===== config.mk =====
export PLATFORM = sky130hd
export DESIGN_NAME = dns_message_byte_parser_top
export DESIGN_NICKNAME = d
export VERILOG_FILES = /design/src/rtl/core/dmbp_pkg.sv /design/src/rtl/core/dns_message_byte_parser_top.sv /design/src/rtl/core/dmbp_parser.sv /design/src/rtl/core/dmbp_fifo.sv
export VERILOG_INCLUDE_DIRS = /design/src /design/src/rtl/core
export SDC_FILE = /design/constraint.sdc
export NUM_CORES = 1
export LEC_CHECK = 0
export ABC_AREA = 1
export BUFFER_PORTS_ARGS = -buffer_cell sky130_fd_sc_hd__buf_2
export CAP_MARGIN = 20
export CORE_MARGIN = 2
export CORE_UTILIZATION = 35
export CTS_BUF_LIST = sky130_fd_sc_hd__clkbuf_4 sky130_fd_sc_hd__clkbuf_8
export CTS_CLUSTER_DIAMETER = 100
export DETAILED_ROUTE_END_ITERATION = 12
export MAX_ROUTING_LAYER = met4
export PLACE_DENSITY_LB_ADDON = 0.3
export RECOVER_POWER = 25
export SYNTH_ARGS = -nofsm -noshare
export SYNTH_HDL_FRONTEND = slang
export SYNTH_SLANG_ARGS = --single-unit

===== constraint.sdc =====
create_clock -name clk -period 4.3 [get_ports clk]
set_input_delay 0.86 -clock clk [delete_from_list [all_inputs] [get_ports clk]]
set_output_delay 0.86 -clock clk [all_outputs]
set_load 0.03 [all_outputs]

===== src/rtl/core/dns_message_byte_parser_top_assert.svh =====
// Assertion macros for the DNS message byte parser.
`ifndef DNS_MESSAGE_BYTE_PARSER_TOP_ASSERT_SVH
`define DNS_MESSAGE_BYTE_PARSER_TOP_ASSERT_SVH

// Consequence must hold in the same cycle as the antecedent.
`define DMBP_ASSERT_SAME(lbl, ante, cons, msg) \
  lbl: assert property (@(posedge clk) disable iff (rst) (ante) |-> (cons)) else $error(msg);

// Consequence must hold in the cycle after the antecedent.
`define DMBP_ASSERT_NEXT(lbl, ante, cons, msg) \
  lbl: assert property (@(posedge clk) disable iff (rst) (ante) |=> (cons)) else $error(msg);

// Condition must never be true.
`define DMBP_ASSERT_NEVER(lbl, cond, msg) \
  lbl: assert property (@(posedge clk) disable iff (rst) !(cond)) else $error(msg);

`endif


===== src/rtl/core/dmbp_pkg.sv =====
// Shared types and constants of the DNS message byte parser.
`timescale 1ns / 1ps
`default_nettype none

package dmbp_pkg;

  localparam int KIND_W   = 5;
  localparam int VALUE_W  = 32;
  localparam int STATUS_W = 2;
  localparam int NLEN_W   = 9;

  // Sections double as result kinds.
  localparam logic [KIND_W-1:0] SEC_ID      = 5'd0;
  localparam logic [KIND_W-1:0] SEC_ARCOUNT = 5'd5;
  localparam logic [KIND_W-1:0] SEC_QNAME   = 5'd6;
  localparam logic [KIND_W-1:0] SEC_QTYPE   = 5'd8;
  localparam logic [KIND_W-1:0] SEC_QCLASS  = 5'd9;
  localparam logic [KIND_W-1:0] SEC_ANAME   = 5'd10;
  localparam logic [KIND_W-1:0] SEC_ATYPE   = 5'd12;
  localparam logic [KIND_W-1:0] SEC_TTL     = 5'd14;
  localparam logic [KIND_W-1:0] SEC_DATA    = 5'd16;
  localparam logic [KIND_W-1:0] SEC_DONE    = 5'd17;
  localparam logic [KIND_W-1:0] KIND_END    = 5'd17;

  localparam logic [STATUS_W-1:0] ST_COMPLETE  = 2'd0;
  localparam logic [STATUS_W-1:0] ST_TRUNCATED = 2'd1;
  localparam logic [STATUS_W-1:0] ST_TOO_LONG  = 2'd2;

  localparam logic [7:0] CHAR_DOT = 8'h2E;

  // Result queue sizing.
  localparam int FIFO_DEPTH = 4;
  localparam int PTR_W      = 2;
  localparam int LVL_W      = 3;

  typedef struct packed {
    logic [KIND_W-1:0]   kind;
    logic [VALUE_W-1:0]  value;
    logic [STATUS_W-1:0] status;
  } result_t;

  // Up to two results caused by one input byte; v1 implies v0.
  typedef struct packed {
    logic    v0;
    logic    v1;
    result_t r0;
    result_t r1;
  } emit_t;

endpackage

`default_nettype wire


===== src/rtl/core/dns_message_byte_parser_top.sv =====
// Top level of the DNS message byte parser: stream ports, parser and result queue.
// A byte's result appears on the master side in the cycle after its transaction, when the queue is empty.
// Throughput: one byte per cycle while the slave side is ready; each byte gives at most one result,
// except a final byte, which can add an end status and so occupy two entries of the four-entry queue.
// The slave side is ready while the queue has room for two results.
// Reset: synchronous, active high; it clears the parse state and empties the queue.
`timescale 1ns / 1ps
`default_nettype none

module dns_message_byte_parser_top #(
  parameter int NAME_MAX = 255
) (
  input  logic        clk,
  input  logic        rst,
  input  logic        s_tvalid,
  output logic        s_tready,
  input  logic [7:0]  s_tdata,   // [7:0] byte_in
  input  logic        s_tlast,   // last_byte
  output logic        m_tvalid,
  input  logic        m_tready,
  output logic [39:0] m_tdata,   // [31:0] value, [33:32] status, rest zero
  output logic [4:0]  m_tuser    // [4:0] kind
);
  import dmbp_pkg::*;

  logic             in_accept;
  logic             out_accept;
  emit_t            emit;
  result_t          head;
  logic [LVL_W-1:0] level;

  // A byte transaction completes only when two queue entries are free, so the
  // worst case of a final byte with a field result and an end status always fits.
  assign s_tready   = (level <= LVL_W'(FIFO_DEPTH - 2));
  assign in_accept  = s_tvalid && s_tready;
  assign m_tvalid   = (level != '0);
  assign out_accept = m_tvalid && m_tready;

  // The parser decodes the incoming byte against its state combinationally.
  dmbp_parser #(
    .NAME_MAX (NAME_MAX)
  ) u_parser (
    .clk       (clk),
    .rst       (rst),
    .accept    (in_accept),
    .byte_in   (s_tdata),
    .last_byte (s_tlast),
    .emit      (emit)
  );

  // The queue registers the results and decouples the two sides.
  dmbp_fifo u_fifo (
    .clk   (clk),
    .rst   (rst),
    .emit  (emit),
    .pop   (out_accept),
    .head  (head),
    .level (level)
  );

  assign m_tdata = {6'b0, head.status, head.value};
  assign m_tuser = head.kind;

`include "dns_message_byte_parser_top_assert.svh"

  `DMBP_ASSERT_NEVER(a_level_bound, level > LVL_W'(FIFO_DEPTH), "result queue overflow")
  `DMBP_ASSERT_SAME(a_v1_on_last, emit.v1, in_accept && s_tlast && emit.v0, "stray second result")
  `DMBP_ASSERT_SAME(a_second_is_end, emit.v1, emit.r1.kind == KIND_END, "bad second kind")
  `DMBP_ASSERT_NEXT(a_level_hold, !in_accept && !out_accept, $stable(level), "idle level change")

endmodule

`default_nettype wire


===== src/rtl/core/dmbp_parser.sv =====
// Parse state and per-byte decode of the DNS message byte parser.
`timescale 1ns / 1ps
`default_nettype none

module dmbp_parser #(
  parameter int NAME_MAX = 255
) (
  input  logic          clk,
  input  logic          rst,
  input  logic          accept,
  input  logic [7:0]    byte_in,
  input  logic          last_byte,
  output dmbp_pkg::emit_t emit
);
  import dmbp_pkg::*;

  logic [KIND_W-1:0]  section, section_next;
  logic [2:0]         field_byte_count, field_byte_count_next;
  logic [31:0]        field_accumulator, field_accumulator_next;
  logic [7:0]         label_remaining, label_remaining_next;
  logic [NLEN_W-1:0]  decoded_len, decoded_len_next;
  logic               first_label, first_label_next;
  logic               ignore_rest, ignore_rest_next;

  logic [31:0]         acc_shift;
  logic [2:0]          fbc_inc;
  logic [2:0]          fwidth;
  logic                name_full;
  logic                have_r0;
  result_t             r0;
  result_t             end_res;
  logic [STATUS_W-1:0] end_st;

  assign acc_shift = {field_accumulator[23:0], byte_in};
  assign fbc_inc   = field_byte_count + 3'd1;
  assign name_full = (decoded_len >= NLEN_W'(NAME_MAX));

  always_comb begin
    priority if (section == SEC_TTL) begin
      fwidth = 3'd4;
    end else if (section == SEC_DATA) begin
      fwidth = 3'd1;
    end else begin
      fwidth = 3'd2;
    end
  end

  always_comb begin
    section_next           = section;
    field_byte_count_next  = field_byte_count;
    field_accumulator_next = field_accumulator;
    label_remaining_next   = label_remaining;
    decoded_len_next       = decoded_len;
    first_label_next       = first_label;
    ignore_rest_next       = ignore_rest;
    have_r0                = 1'b0;
    r0                     = '0;
    end_st                 = ST_COMPLETE;
    end_res                = '0;

    if (!ignore_rest) begin
      if (section == SEC_QNAME || section == SEC_ANAME) begin
        if (label_remaining == 8'd0) begin
          if (byte_in == 8'd0) begin
            // Root label closes the name and reports its decoded length.
            have_r0      = 1'b1;
            r0.kind      = section + 5'd1;
            r0.value     = VALUE_W'(decoded_len);
            section_next = (section == SEC_QNAME) ? SEC_QTYPE : SEC_ATYPE;
          end else if (!first_label && name_full) begin
            have_r0          = 1'b1;
            r0.kind          = KIND_END;
            r0.value         = VALUE_W'(ST_TOO_LONG);
            r0.status        = ST_TOO_LONG;
            ignore_rest_next = 1'b1;
          end else begin
            if (!first_label) begin
              have_r0          = 1'b1;
              r0.kind          = section;
              r0.value         = VALUE_W'(CHAR_DOT);
              decoded_len_next = decoded_len + NLEN_W'(1);
            end
            first_label_next     = 1'b0;
            label_remaining_next = byte_in;
          end
        end else if (name_full) begin
          have_r0          = 1'b1;
          r0.kind          = KIND_END;
          r0.value         = VALUE_W'(ST_TOO_LONG);
          r0.status        = ST_TOO_LONG;
          ignore_rest_next = 1'b1;
        end else begin
          have_r0              = 1'b1;
          r0.kind              = section;
          r0.value             = VALUE_W'(byte_in);
          decoded_len_next     = decoded_len + NLEN_W'(1);
          label_remaining_next = label_remaining - 8'd1;
        end
      end else if (section < SEC_DONE) begin
        if (fbc_inc >= fwidth) begin
          have_r0                = 1'b1;
          r0.kind                = section;
          r0.value               = acc_shift;
          field_accumulator_next = '0;
          field_byte_count_next  = '0;
          priority if (section == SEC_ARCOUNT || section == SEC_QCLASS) begin
            section_next         = (section == SEC_ARCOUNT) ? SEC_QNAME : SEC_ANAME;
            label_remaining_next = '0;
            decoded_len_next     = '0;
            first_label_next     = 1'b1;
          end else if (section == SEC_DATA) begin
            section_next = SEC_DONE;
          end else begin
            section_next = section + 5'd1;
          end
        end else begin
          field_accumulator_next = acc_shift;
          field_byte_count_next  = fbc_inc;
        end
      end
      end_st         = (section_next == SEC_DONE) ? ST_COMPLETE : ST_TRUNCATED;
      end_res.kind   = KIND_END;
      end_res.value  = VALUE_W'(end_st);
      end_res.status = end_st;
    end

    if (last_byte) begin
      section_next           = SEC_ID;
      field_byte_count_next  = '0;
      field_accumulator_next = '0;
      label_remaining_next   = '0;
      decoded_len_next       = '0;
      first_label_next       = 1'b1;
      ignore_rest_next       = 1'b0;
    end
  end

  // The end status goes behind any result of the same byte. A too-long name
  // gives its own end result, so no second status follows it.
  always_comb begin
    emit = '0;
    if (accept) begin
      if (have_r0) begin
        emit.v0 = 1'b1;
        emit.r0 = r0;
        if (last_byte && !ignore_rest && (r0.kind != KIND_END)) begin
          emit.v1 = 1'b1;
          emit.r1 = end_res;
        end
      end else if (last_byte && !ignore_rest) begin
        emit.v0 = 1'b1;
        emit.r0 = end_res;
      end
    end
  end

  always_ff @(posedge clk) begin
    if (rst) begin
      section           <= SEC_ID;
      field_byte_count  <= '0;
      field_accumulator <= '0;
      label_remaining   <= '0;
      decoded_len       <= '0;
      first_label       <= 1'b1;
      ignore_rest       <= 1'b0;
    end else if (accept) begin
      section           <= section_next;
      field_byte_count  <= field_byte_count_next;
      field_accumulator <= field_accumulator_next;
      label_remaining   <= label_remaining_next;
      decoded_len       <= decoded_len_next;
      first_label       <= first_label_next;
      ignore_rest       <= ignore_rest_next;
    end
  end

endmodule

`default_nettype wire


===== src/rtl/core/dmbp_fifo.sv =====
// Four-entry result queue with two write slots and one read port.
`timescale 1ns / 1ps
`default_nettype none

module dmbp_fifo (
  input  logic                   clk,
  input  logic                   rst,
  input  dmbp_pkg::emit_t        emit,
  input  logic                   pop,
  output dmbp_pkg::result_t      head,
  output logic [dmbp_pkg::LVL_W-1:0] level
);
  import dmbp_pkg::*;

  result_t          mem [FIFO_DEPTH];
  logic [PTR_W-1:0] wr_ptr, wr_ptr_next;
  logic [PTR_W-1:0] rd_ptr;
  logic [1:0]       n_push;
  logic [LVL_W-1:0] level_next;

  assign n_push      = {1'b0, emit.v0} + {1'b0, emit.v1};
  assign wr_ptr_next = wr_ptr + PTR_W'(n_push);
  assign level_next  = level + LVL_W'(n_push) - LVL_W'(pop);
  assign head        = mem[rd_ptr];

  always_ff @(posedge clk) begin
    if (emit.v0) begin
      mem[wr_ptr] <= emit.r0;
    end
    if (emit.v1) begin
      mem[wr_ptr + PTR_W'(1)] <= emit.r1;
    end
  end

  always_ff @(posedge clk) begin
    if (rst) begin
      wr_ptr <= '0;
      rd_ptr <= '0;
      level  <= '0;
    end else begin
      wr_ptr <= wr_ptr_next;
      level  <= level_next;
      if (pop) begin
        rd_ptr <= rd_ptr + PTR_W'(1);
      end
    end
  end

endmodule

`default_nettype wire


Yosys cells after proc, flatten, opt, wreduce, memory -nomap -nowiden:

Memory sizes are Yosys's and may differ from the RTL's. A register that Yosys moved wholly into a read port is not among the register bits.
Cells that the tools add are included.

* register bits: 58
* RAM bits: 156
* output and inout port bits: 47
* word-level logic and storage cells: 162
* memories: 1

* add/sub/neg operators: 10
* magnitude comparators: 4
* eq/ne operators: 17
* mux-type cells: 99
* reduce and logical (&&, ||, !) cells: 21

Memories
* u_fifo.mem: depth 4, bits a word 39, rd ports 1, clocked after memory_dff 1, wr ports 2, line dmbp_fifo.sv:15 `result_t mem [FIFO_DEPTH];`

Operators by type and width (count)
* two-way mux 39 bit: 7
* two-way mux 37 bit: 7
* two-way mux 24 bit: 5
* two-way mux 9 bit: 11
* two-way mux 8 bit: 10
* two-way mux 80 bit: 1
* two-way mux 5 bit: 10
* two-way mux 1 bit: 33
* two-way mux 3 bit: 7
* zero test 8 bit: 2
* inequality test 4 bit (second input constant): 4
* AND reduction 8 bit: 2
* equality test 5 x 4 -> 1 bit (second input constant): 3
* two-way mux 2 bit: 7
* nonzero test 3 bit: 4
* equality test 5 x 3 -> 1 bit (second input constant): 2
* equality test 5 bit (second input constant): 2
* adder 9 x 1 -> 9 bit (second input constant): 1
* >= comparator 9 x 8 -> 1 bit (second input constant): 1
* inequality test 3 bit (second input constant): 3
* AND reduction 9 bit: 1
* subtractor 8 x 1 -> 8 bit (second input constant): 1
* adder 5 x 1 -> 5 bit (second input constant): 1
* logical AND 1 bit: 5
* 17 further kinds: 21

Logic depth before layout (Yosys ltp):

* depth after elaboration: 17
* depth in mapped cells: 24
* gate-level depth less buffers: 22

Modules after synthesis:

Synthesis repeated with hierarchy kept, for this count alone.

* cell total of the unflattened synthesis: 1535
* area, all modules: 12333.1 sq um

Modules (own cells, without submodules)
* dmbp_fifo: instances 1, cells each 898, area an instance 8270.4 sq um, seq. area each 4864.7 sq um
* dmbp_parser: instances 1, cells each 619, area an instance 3960.0 sq um, seq. area each 1021.0 sq um
* dns_message_byte_parser_top: instances 1, cells each 18, area an instance 102.6 sq um, seq. area each 0.0 sq um

Least setup slack after synthesis:

No wires, ideal clock.

* path kind: flip-flop to flip-flop
* start point: register u_parser.section[0]
* end point: register u_fifo.level[2] (netlist bit)
* setup time: 0.120 ns
* data arrival time: 3.601 ns
* data required time: 4.180 ns
* setup slack: 0.579 ns
* cell stages (with the launch flop): 25
* path buffers: 2
* period minus slack after synthesis: 3.721 ns
* cells stage by stage: dfxtp_1 > inv_1 > ha_1 > nand2_2 > inv_2 > nand3_1 > nand2_1 > ha_1 > nand3_1 > nand3_1 > nand2_1 > nand2_1 > nand3_4 > nor2_8 > buf_4 > buf_2 > nand3_1 > inv_1 > ha_1 > inv_1 > ha_1 > inv_1 > fa_1 > o21ai_0 > a21oi_1

* longest elaborated chain between the ends: 16
* elaborated cells between the ends (all ways): 32
* classes of those cells: add/sub (4); order compare (2); eq/ne (5); mux (19); reduce/logical (2)

RTL lines
* from (decl): line dmbp_parser.sv:17 `logic [KIND_W-1:0] section, section_next;`
* from (signal assigned): line dmbp_parser.sv:167 `section <= section_next;`
* equality test 5 bit: line dmbp_parser.sv:41 `end else if (section == SEC_DATA) begin`
* two-way mux 2 bit: line dmbp_parser.sv:41
* two-way mux 3 bit: line dmbp_parser.sv:39 `priority if (section == SEC_TTL) begin`
* >= comparator 3 bit: line dmbp_parser.sv:100 `if (fbc_inc >= fwidth) begin`
* two-way mux 37 bit: line dmbp_parser.sv:100
* two-way mux 37 bit: line dmbp_parser.sv:99 `end else if (section < SEC_DONE) begin`
* two-way mux 37 bit: line dmbp_parser.sv:62 `if (section == SEC_QNAME || section == SEC_ANAME) begin`
* two-way mux 39 bit: line dmbp_parser.sv:61 `if (!ignore_rest) begin`
* inequality test 5 bit: line dmbp_parser.sv:146 `if (last_byte && !ignore_rest && (r0.kind != KIND_END)) begin`
* logical AND 1 bit: line dmbp_parser.sv:146
* two-way mux 1 bit: line dmbp_parser.sv:146
* two-way mux 1 bit: line dmbp_parser.sv:143 `if (have_r0) begin`
* two-way mux 80 bit (*): line dmbp_parser.sv:142 `if (accept) begin`
* adder 1 x 1 -> 2 bit (*): line dmbp_fifo.sv:21 `assign n_push = {1'b0, emit.v0} + {1'b0, emit.v1};`
* adder 3 x 2 -> 3 bit (*): line dmbp_fifo.sv:23 `assign level_next = level + LVL_W'(n_push) - LVL_W'(pop);`
* subtractor 3 x 1 -> 3 bit (*): line dmbp_fifo.sv:23
* to (signal assigned): line dmbp_fifo.sv:42 `level <= level_next;`
* to (decl): line dmbp_fifo.sv:11 `output logic [dmbp_pkg::LVL_W-1:0] level`

Mark *: on every way between the ends. The rest lies on a longest branch, timed or not.
A chain may end at the register's enable or synchronous reset.

==> qor.txt <==
metal2 WL: 15800 um
Vias: 10600
Yosys Warn Count: 0
Worst slew margin: -55.9%
Hold Slack: 0.440 ns
total power: 6.54 mW
Lkg Pwr: 5.84 nW
Inserted Clock Buffers: 40
die area: 32900 sq um
Pwr Density: 532 nW/um^2
Synth async-reset ratio: 0%
worst-case vdd ir drop: 200 uV
Final HPWL DP: 23300 um
DR WL/cell: 16.9 um
CP Max Fanout: 71
Setup Skew: 0.0200 ns
final setup violation count: 0
crit end category: output port
layout cells sized above 1: 9.78%
Synth area leaders: dfxtp_1, nand2_1, o21ai_0, inv_1, nor2_1
uppermost routed layer: met4
crit path time final: 3.93 ns
grt ovf: 0
Filler cells: 3249
starting density of the core: 35.8%
Die Height: 181 um
area of the multi-input gates: 5310 sq um
Clk Latency, worst-skew pair: 0.54 ns
Mapped Cells: 1636
period utilisation layout: 91.3%
final wirelength: 35300 um
EDFF count, synth: 16
Post-Route M1 WL: 16700 um
Worst-path clk slew: 0.06 ns
post-CTS setup buffer count: 0
Core ar.: 30800 sq um
Setup TNS Final: 0 ns
register area: 4490 sq um
Synth top area share: 36.3%
area of the mapped netlist: 11000 sq um
cell row count: 64
Fin. Hold Viols: 0
GRT Overall Usage: 22.0%
Mean Syn Cell Area: 6.74 sq um
I/O Buffers: 53
Worst Tran Pin Value: 2.34 ns
gp weighted congestion: 0.890
worst min path class: reg -> reg
failing checks: capacitance limit, slew limit
Worst Path Class, Setup: reg -> out
distinct cell type count after synthesis: 46
Slew Viols, Final: 121
CP required: 3.44 ns
drt pass-1 iters: 5
crit path launch type: flip-flop
antenna-violating nets left: 0
n_diodes: 0
vias in the first global route: 10100
pin count of the biggest net entering global routing: 72
RSZ-0062 raised after global routing: no
Via density: 5.07
first-pass GRT wire length: 56400 um
# DRC: 0
IO Pins: 60
CTS tree: built
Fmax: 255 MHz
status: finished with violations
number of antenna violations at the first check in global routing: 0
Main synth FF type: dfxtp_1
largest area contributor in the netlist: dfxtp_1
die extent in x: 181 um
fin nets: 1698
initial drt markers: 893
CTS Buffer Depth: 3
sequential area share after synthesis: 40.7%
R2R Setup Slk: 0.55 ns
Yosys reg bits: 216
CTS Sinks: 216
number of max-cap violations: 2
deepest level of the CTS H-tree: 2
P&R area growth vs syn: 11.4%
Clock Tree Root: clkbuf_8
Routed met3 length: 2350 um
CP arrival: 3.07 ns
[final timing paths]
| check | start | to | cells past startpoint |
|---|---|---|---|
| worst min-delay path | u_fifo.mem[1][5] | u_fifo.mem[1][5] | 2 |
| worst max-delay path | flip-flop | m_tdata[31] | 4 |
| worst min register to register | u_fifo.mem[1][5] | u_fifo.mem[1][5] | 2 |
| worst max register to register | u_parser.section[0] | u_fifo.mem[0][37] | 19 |
[layout make-up]
type	count	share of cell area (%)
sequential	216	36.5
clock buffer	64	6.36
timing repair buffer	77	3.31
multi-input combinational	1138	43.3
tap	396	4.03
clock inverter	7	0.530
inverter	195	5.98
[layer usage]
| layer | vias up | GRT usage (%) |
|---|---|---|
| li1 | 5305 | - |
| met5 | - | - |
| met2 | 336 | 34.3 |
| met4 | 0 | 4.81 |
| met3 | 53 | 3.63 |
| met1 | 4926 | 30.1 |
[stage by stage]
step                cells  worst slack [ns]  instance area, sq um  util (%)
finish               2093             0.373                 12300      39.8
global route         2093            0.0879                 12300      39.8
floorplan            1641             0.579                 11000         -
detailed placement   2022             0.473                 11500      37.3
global placement     2022             0.566                 11500      37.3
CTS                  2093             0.457                 12400      40.1
[where the power goes]
| group | total [mW] | internal (mW) | switching, mW |
|---|---|---|---|
| registers | 2.32 | 2.22 | 0.0988 |
| clock network | 2.08 | 1.21 | 0.876 |
| logic | 2.14 | 0.499 | 1.64 |
[timing repair]
action	CTS	global route
gates resized for setup	0	1
hold buffers	0	0
endpoints found under the setup margin	0	4
[logic make-up after synthesis]
kind of cell | synth area share (%)
AO/OA/AOI/OAI | 15.9
XOR/XNOR | 0.795
adder cells (fa/ha/maj) | 2.00
buffers and inverters | 11.0
flip-flops | 40.7
other | 0.0340
AND/OR/NAND/NOR | 29.6
[state kept, by name, indices dropped and copies added (netlist names), named ones only]
name,flops
u_fifo.wr_ptr,2
u_parser.field_accumulator,24
u_parser.first_label,1
u_parser.ignore_rest,1
u_fifo.mem,156
u_parser.section,5
u_parser.field_byte_count,3
u_fifo.rd_ptr,2
u_fifo.level,3
u_parser.label_remaining,8
u_parser.decoded_len,9
[synth_stat cells (all sizes together) (4+ instances only)]
cell type,number
inv,193
edfxtp,16
nand3,102
dfxtp,200
a21oi,81
o211ai,4
nor2,143
o22ai,36
buf,53
nand4,13
nand2,497
o21ai,202
xor2,9
ha,16
nor3,12
clkbuf,39
[cells in the final DEF (no fill, tap or decap), drive strengths merged]
cell type	n
xor2	9
clkinvlp	2
o2111ai	1
clkinv	6
a21oi	81
or2	3
bufinv	1
fa	1
nand4	13
nand3	102
ha	16
o22ai	36
o221ai	1
nor3	12
nor4	2
xnor2	1
edfxtp	16
a31oi	2
clkbuf	95
dfxtp	200
buf	46
a211oi	2
nor2	143
o21ai	202
nand2	497
conb	6
a22oi	2
o211ai	4
o221a	1
inv	193
a2111oi	1
[critical path: stages, from the launching register on]
cell and delay [ns]:
dfxtp_2 0.33, clkbuf_2 1.12, o21ai_0 0.19, o22ai_1 0.56, buf_2 0.32
Note: power is estimated with default switching activity, not from simulation.
